==> src/design/dbd_pkg.sv <==
// ----------------------------------------------------------------------------
// dbd_pkg
// Shared types and constants for the detector box decoder.
// ----------------------------------------------------------------------------
`default_nettype none

package dbd_pkg;

  localparam int MAX_BOX_FIELDS = 128;
  localparam int QUEUE_DEPTH    = 4;

  // Positions of the held fields within a box
  localparam int HELD_FIELDS = 5;
  localparam int POS_CONF    = 4;

  localparam int CFG_INDEX_W = 2;
  localparam int CFG_DATA_W  = 24;
  localparam int THRESH_W    = 17;
  localparam int SCALE_W     = 24;
  localparam int CLASS_W     = 7;
  localparam int CONF_W      = 31;
  localparam int OUT_TDATA_W = 104;

  localparam logic [CFG_INDEX_W-1:0] REG_THRESHOLD = 2'd0;
  localparam logic [CFG_INDEX_W-1:0] REG_SCALE_H   = 2'd1;
  localparam logic [CFG_INDEX_W-1:0] REG_SCALE_V   = 2'd2;

  localparam logic [THRESH_W-1:0] THRESHOLD_RESET = 17'd26214;
  localparam logic [SCALE_W-1:0]  SCALE_RESET     = 24'd65536;

  // One kept box, from front to back
  typedef struct packed {
    logic signed [31:0]  x;
    logic signed [31:0]  y;
    logic signed [31:0]  w;
    logic signed [31:0]  h;
    logic [CONF_W-1:0]   conf;
    logic [CLASS_W-1:0]  class_index;
  } box_rec_t;

endpackage

`default_nettype wire

==> src/design/dbd_front.sv <==
// ----------------------------------------------------------------------------
// dbd_front
// Takes tensor elements, holds box fields, tracks the best class score and
// pushes a box record into the queue when a box passes the threshold.
// ----------------------------------------------------------------------------
`default_nettype none

module dbd_front #(
  parameter int MAX_BOX_FIELDS = dbd_pkg::MAX_BOX_FIELDS
) (
  input  wire                          clk,
  input  wire                          rst,
  input  wire                          in_valid,
  input  wire                          in_ready,
  input  wire signed [31:0]            value,
  input  wire                          box_end,
  input  wire [dbd_pkg::THRESH_W-1:0]  threshold,
  output logic                         push,
  output dbd_pkg::box_rec_t            push_rec
);

  localparam int POS_W = $clog2(MAX_BOX_FIELDS);
  localparam int IDX_W = (POS_W > dbd_pkg::CLASS_W) ? POS_W : dbd_pkg::CLASS_W;
  localparam logic [POS_W-1:0] POS_LAST = POS_W'(MAX_BOX_FIELDS - 1);

  logic [POS_W-1:0]            pos, pos_next;
  logic signed [31:0]          held [dbd_pkg::HELD_FIELDS];
  logic signed [31:0]          held_next [dbd_pkg::HELD_FIELDS];
  logic signed [31:0]          best_score, best_score_next;
  logic [dbd_pkg::CLASS_W-1:0] best_class, best_class_next;
  logic [IDX_W-1:0]            class_wide;
  logic                        accept;
  logic                        keep;

  assign accept     = in_valid && in_ready;
  assign class_wide = IDX_W'(pos) - IDX_W'(dbd_pkg::HELD_FIELDS);

  always_comb begin
    for (int i = 0; i < dbd_pkg::HELD_FIELDS; i++) begin
      held_next[i] = (pos == POS_W'(i)) ? value : held[i];
    end
    best_score_next = best_score;
    best_class_next = best_class;
    if (pos >= POS_W'(dbd_pkg::HELD_FIELDS) && value > best_score) begin
      best_score_next = value;
      best_class_next = class_wide[dbd_pkg::CLASS_W-1:0];
    end
    pos_next = (pos < POS_LAST) ? pos + POS_W'(1) : pos;
  end

  // Confidence must be strictly above the unsigned threshold
  assign keep = $signed({held_next[dbd_pkg::POS_CONF][31], held_next[dbd_pkg::POS_CONF]})
              > $signed({16'd0, threshold});

  assign push = accept && box_end && keep;

  always_comb begin
    push_rec.x           = held_next[0];
    push_rec.y           = held_next[1];
    push_rec.w           = held_next[2];
    push_rec.h           = held_next[3];
    push_rec.conf        = held_next[dbd_pkg::POS_CONF][dbd_pkg::CONF_W-1:0];
    push_rec.class_index = best_class_next;
  end

  always_ff @(posedge clk) begin
    if (rst || (accept && box_end)) begin
      pos        <= '0;
      best_score <= '0;
      best_class <= '0;
      for (int i = 0; i < dbd_pkg::HELD_FIELDS; i++) begin
        held[i] <= '0;
      end
    end else if (accept) begin
      pos        <= pos_next;
      best_score <= best_score_next;
      best_class <= best_class_next;
      for (int i = 0; i < dbd_pkg::HELD_FIELDS; i++) begin
        held[i] <= held_next[i];
      end
    end
  end

endmodule

`default_nettype wire

==> config.mk <==
export PLATFORM = sky130hd
export DESIGN_NAME = dbd_front
export DESIGN_NICKNAME = d
export VERILOG_FILES = /design/src/design/dbd_pkg.sv /design/src/design/dbd_front.sv
export SDC_FILE = /design/constraint.sdc
export NUM_CORES = 1
export LEC_CHECK = 0
export ABC_AREA = 1
export BUFFER_PORTS_ARGS = -buffer_cell sky130_fd_sc_hd__buf_2
export CAP_MARGIN = 25
export CORE_MARGIN = 1.5
export CORE_UTILIZATION = 55
export CTS_CLUSTER_SIZE = 40
export DETAILED_ROUTE_END_ITERATION = 10
export PLACE_DENSITY = 0.85
export SLEW_MARGIN = 10
export SYNTH_ARGS = -nofsm -noshare
export SYNTH_HDL_FRONTEND = slang
export SYNTH_SLANG_ARGS = --single-unit
==> constraint.sdc <==
create_clock -name clk -period 8.13 [get_ports clk]
set_clock_uncertainty 0.1 [all_clocks]
set_input_delay 1.2195 -clock clk [delete_from_list [all_inputs] [get_ports clk]]
set_output_delay 1.2195 -clock clk [all_outputs]
set_load 0.05 [all_outputs]
Yosys cells after proc, flatten, opt, wreduce, memory -nomap -nowiden --
Memories as Yosys holds them, arrays and structs flattened. Cells that the tools add are included.
Word-level totals: bits in registers 46, bits in writable memories 160, output and inout bits 167, word-level logic and storage cells 43, memories 1
Operators by class: add/sub/neg operators 2, magnitude comparators 4, equal/unequal tests 4, multiplexer cells 16, bitwise gates (word level) 5, reductions and logical operators 8
Memories:
- held | words 5, bits a word 32, rd ports 5, clocked after memory_dff 0, write ports 5, RTL line dbd_front.sv:27 | logic signed [31:0] held [dbd_pkg::HELD_FIELDS];
Operators with widths (number):
- $mux W32 | 10
- $gt A32 B18 Y1 | 1
- $gt A32 B32 Y1 | 1
- $eq A7 B2 Y1 const B | 2
- $add A7 B1 Y7 const B | 1
- $eq A7 B1 Y1 const B | 1
- $eq A7 B3 Y1 const B | 1
- $ge A7 B3 Y1 const B | 1
- $logic_not A7 Y1 | 1
- $lt A7 B7 Y1 const B | 1
- $mux W7 | 1
- $sub A7 B3 Y7 const B | 1
- $mux W1 | 5
- $or A1 B1 Y1 | 5
- $logic_and A1 B1 Y1 | 4
- $reduce_and A2 Y1 | 2
- $logic_or A1 B1 Y1 | 1

Logic depth before layout (Yosys ltp) --
word-level depth 6, mapped depth 20

Least setup slack after synthesis --
OpenSTA, ideal clock, no wires.
kind input port to flip-flop, start input in_valid, end memory held[0][0], enable pin, arrival time 4.675 ns, slack 2.843 ns, cell stages on the path 4, buffers on the path 0, cell sequence nand2_1 inv_2 nor2_1 inv_1
RTL lines:
- start, declared | RTL line dbd_front.sv:13 | input wire in_valid,
- end, declared | RTL line dbd_front.sv:27

Final worst setup path --
start register pos[2], end output push
On the way: longest elaborated chain between the ends 4
RTL lines:
- start, declared | RTL line dbd_front.sv:26 | logic [POS_W-1:0] pos, pos_next;
- start signal, assigned | RTL line dbd_front.sv:75 | pos <= pos_next;
- $eq A7 B3 Y1 | RTL line dbd_front.sv:40 | held_next[i] = (pos == POS_W'(i)) ? value : held[i];
- $mux W32 | RTL line dbd_front.sv:40
- $gt A32 B18 Y1 | RTL line dbd_front.sv:53 | > $signed({16'd0, threshold});
- $logic_and A1 B1 Y1 | RTL line dbd_front.sv:55 | assign push = accept && box_end && keep;
- end, declared | RTL line dbd_front.sv:18 | output logic push,
No other way between the ends.

==> flow_summary.toml <==
[cells_and_area]
final_cell_mix = "inv_1 (349), nand2_1 (338), buf_2 (220)"
nFillCells = 2062
final_common_cell = "inv_1"
area_growth_pct = 6.77
utilization_pct = 59.9
drive_above_1_share_pct = 17.9
postLayoutCellArea_um2 = 14100
nets = 1830

[synthesis]
synth_nets = 1801
yosysUniqueCellTypes = 39
synthSimpleGateAreaFrac_pct = 19.4
syn_avg_cell_area_um2 = 7.80
synth_compound_area_share_pct = 10.2
synth_mux_area_share_pct = 0
ys_ff_latch = 206
syn_inst = 1694
ys_seq_area_share_pct = 43.3
synth_xor_area_share_pct = 0.199
synth_fa_ha_area_share_pct = 5.02
syn-cell-area_um2 = 13200
yosys_warnings = 0
synth_top_family_by_area = "buffers and inverters"

[floorplanning]
num_rows = 56
io_pins = 221
fp.coreArea_um2 = 23500
die_w_um = 158
start_util_pct = 56.1
dieHeight_um = 158
die_area_um2 = 25000

[clock_tree]
ctsHoldBuffers = 0
cts_sinks = 206
cts_buffer_depth = 3
h-tree-depth = 1
cts_tree = "built"
cts_resized = 0
cts_setup_buffers = 0
clockRootBuffer = "clkbuf_16"
clk_latency_ns = 0.51
path_clk_slew_ns = 0.06
cts_inserted_buffers = 24

[placed_design]
post-place-ws_ns = 2.86
routabilityCongestion = 0.870
dpl_cell_area_um2 = 13300
hpwl_mm = 21.8
port_buffers = 220

[grt]
met3_usage_pct = 3.94
grt.busiest_layer = "met2"
grt_usage_pct = 25.0
grt_max_degree = 102
grt_pass1_vias = 9726
use_met2_pct = 38.3
grt_pass1_wl_mm = 49.5
grt_antenna_before_repair = 1
grt-ovfl-total = 0
grtUsageMet1_pct = 36.6

[critical_path]
r2r_start = "best_score[31]$_SDFFE_PP0P_"
regToRegSetupSlack_ns = 5.15
cp-startpoint = "pos[2]$_SDFFE_PP0P_"
crit_type = "reg -> out"
crit_fanout = 64
required_ns = 6.81
worstRegToRegCells = 14
cp-end-kind = "primary output"
rr_endpoint = "best_score[21]$_SDFFE_PP0P_"
endpoint = "push"
arrival_ns = 4.20
critPathLaunchType = "flop"

[drt]
drt_wl_total_mm = 31.6
wl_per_cell_um = 15.4
drtIter0Drc = 976
drc_errors = 0
vias = 10636
drt_first_pass_iters = 8
vias_per_cell = 5.16
detail-route-antenna-nets = 0

[power_and_ir_drop]
cellPowerDensity_nw_per_um2 = 207
ir_drop_uv = 129
leakage_nw = 7.34

[run_status]
outcome = "complete, no violations"

[timing]
fin_crit_ns = 5.52
maxSlewHeadroom_pct = 33.1
fin_crit_sh_pct = 67.9
hold_viol = 0
setup_tns_ns = 0
tightest_slew_ns = 1.00
rsz0062_at_grt = "no"
drv_slew = 0
finalSetupViolations = 0
layout_setup_ws_ns = 2.61
max_freq_mhz = 181

[run]
maxCapViolCount = 0

[min_path]
hold_path_class = "reg -> reg"
==> per-stage QoR <==
step	total power, mW	instances	hold WS (ns)
after floorplan	1.84	1694	0.326
after global placement	1.89	2013	0.341
after detailed placement	1.90	2014	0.348
after CTS	2.93	2058	0.358
after global routing	3.04	2061	0.366
final	2.92	2061	0.359
==> cell type report <==
class	count	area (um^2)	share of cell area (%)
clock buffer	38	724	5.14
clock inverter	6	32.5	0.231
inverter	356	1340	9.53
antenna	1	2.50	0.0177
sequential	206	5730	40.6
tap	319	399	2.83
multi-input combinational	904	4630	32.8
timing repair buffer	231	1240	8.82
==> registers in the layout, indices dropped and copies added (netlist names) <==
signal,cells
best_class,7
pos,7
best_score,32
held,160
==> logic make-up after synthesis <==
group           Yosys count
simple gates            603
buf+inv                 584
compound gates          245
xor+xnor                  3
fa+ha+maj                53
flops                   206
==> worst min-delay path by stage <==
stage,from,to,slack [ns],cells after the start
after floorplan,best_class[2]$_SDFFE_PP0P_,best_class[2]$_SDFFE_PP0P_,0.33,2
final,best_class[2]$_SDFFE_PP0P_,best_class[2]$_SDFFE_PP0P_,0.36,2
after global routing,best_class[5]$_SDFFE_PP0P_,best_class[5]$_SDFFE_PP0P_,0.37,2
after global placement,best_class[2]$_SDFFE_PP0P_,best_class[2]$_SDFFE_PP0P_,0.34,2
after detailed placement,best_class[4]$_SDFFE_PP0P_,best_class[4]$_SDFFE_PP0P_,0.35,2
after CTS,best_class[2]$_SDFFE_PP0P_,best_class[2]$_SDFFE_PP0P_,0.36,2
==> power by group <==
group	total, mW	leakage, nW	switching [mW]	internal [mW]
Clock	1.03	0.367	0.422	0.609
Combinational	0.684	4.90	0.535	0.148
Sequential	1.20	2.08	0.0140	1.19
==> worst max-delay path, cell delays in order, from the launching register on <==
cell and delay, ns:
dfxtp_1 0.58, inv_1 0.07, nor2_1 0.25, nand3_4 0.53, o21ai_0 0.71, ha_1 0.22
nand2_1 0.06, nor3_1 0.29, o21ai_0 0.15, a21boi_0 0.16, o21ai_0 0.14, a21oi_1 0.19
buf_2 0.29
==> routing by layer <==
layer | wire [um] | vias up
met2 | 13900 | 483
met3 | 2540 | 63
met4 | 729 | 0
li1 | - | 5234
met5 | 0 | -
met1 | 14500 | 4856
==> synth_stat cells (all sizes together) <==
library cell | number | area (um^2)
inv | 354 | 1330
nand2 | 338 | 1270
buf | 188 | 1390
edfxtp | 160 | 4800
nor2 | 152 | 576
o21ai | 100 | 500
a21oi | 98 | 494
ha | 53 | 663
dfxtp | 46 | 921
clkbuf | 40 | 150
nand4 | 39 | 259
a211oi | 34 | 260
or2 | 32 | 200
nand3 | 25 | 138
o21a | 9 | 67.6
nor3 | 7 | 51.3
and2 | 6 | 37.5
a21o | 2 | 15.0
clkinv | 2 | 7.51
xor2 | 2 | 17.5
a21boi | 1 | 7.51
a221oi | 1 | 8.76
and3 | 1 | 6.26
nand3b | 1 | 7.51
nor3b | 1 | 7.51
nor4 | 1 | 12.5
xnor2 | 1 | 8.76
No activity file was read; power rests on OpenSTA's default activity.
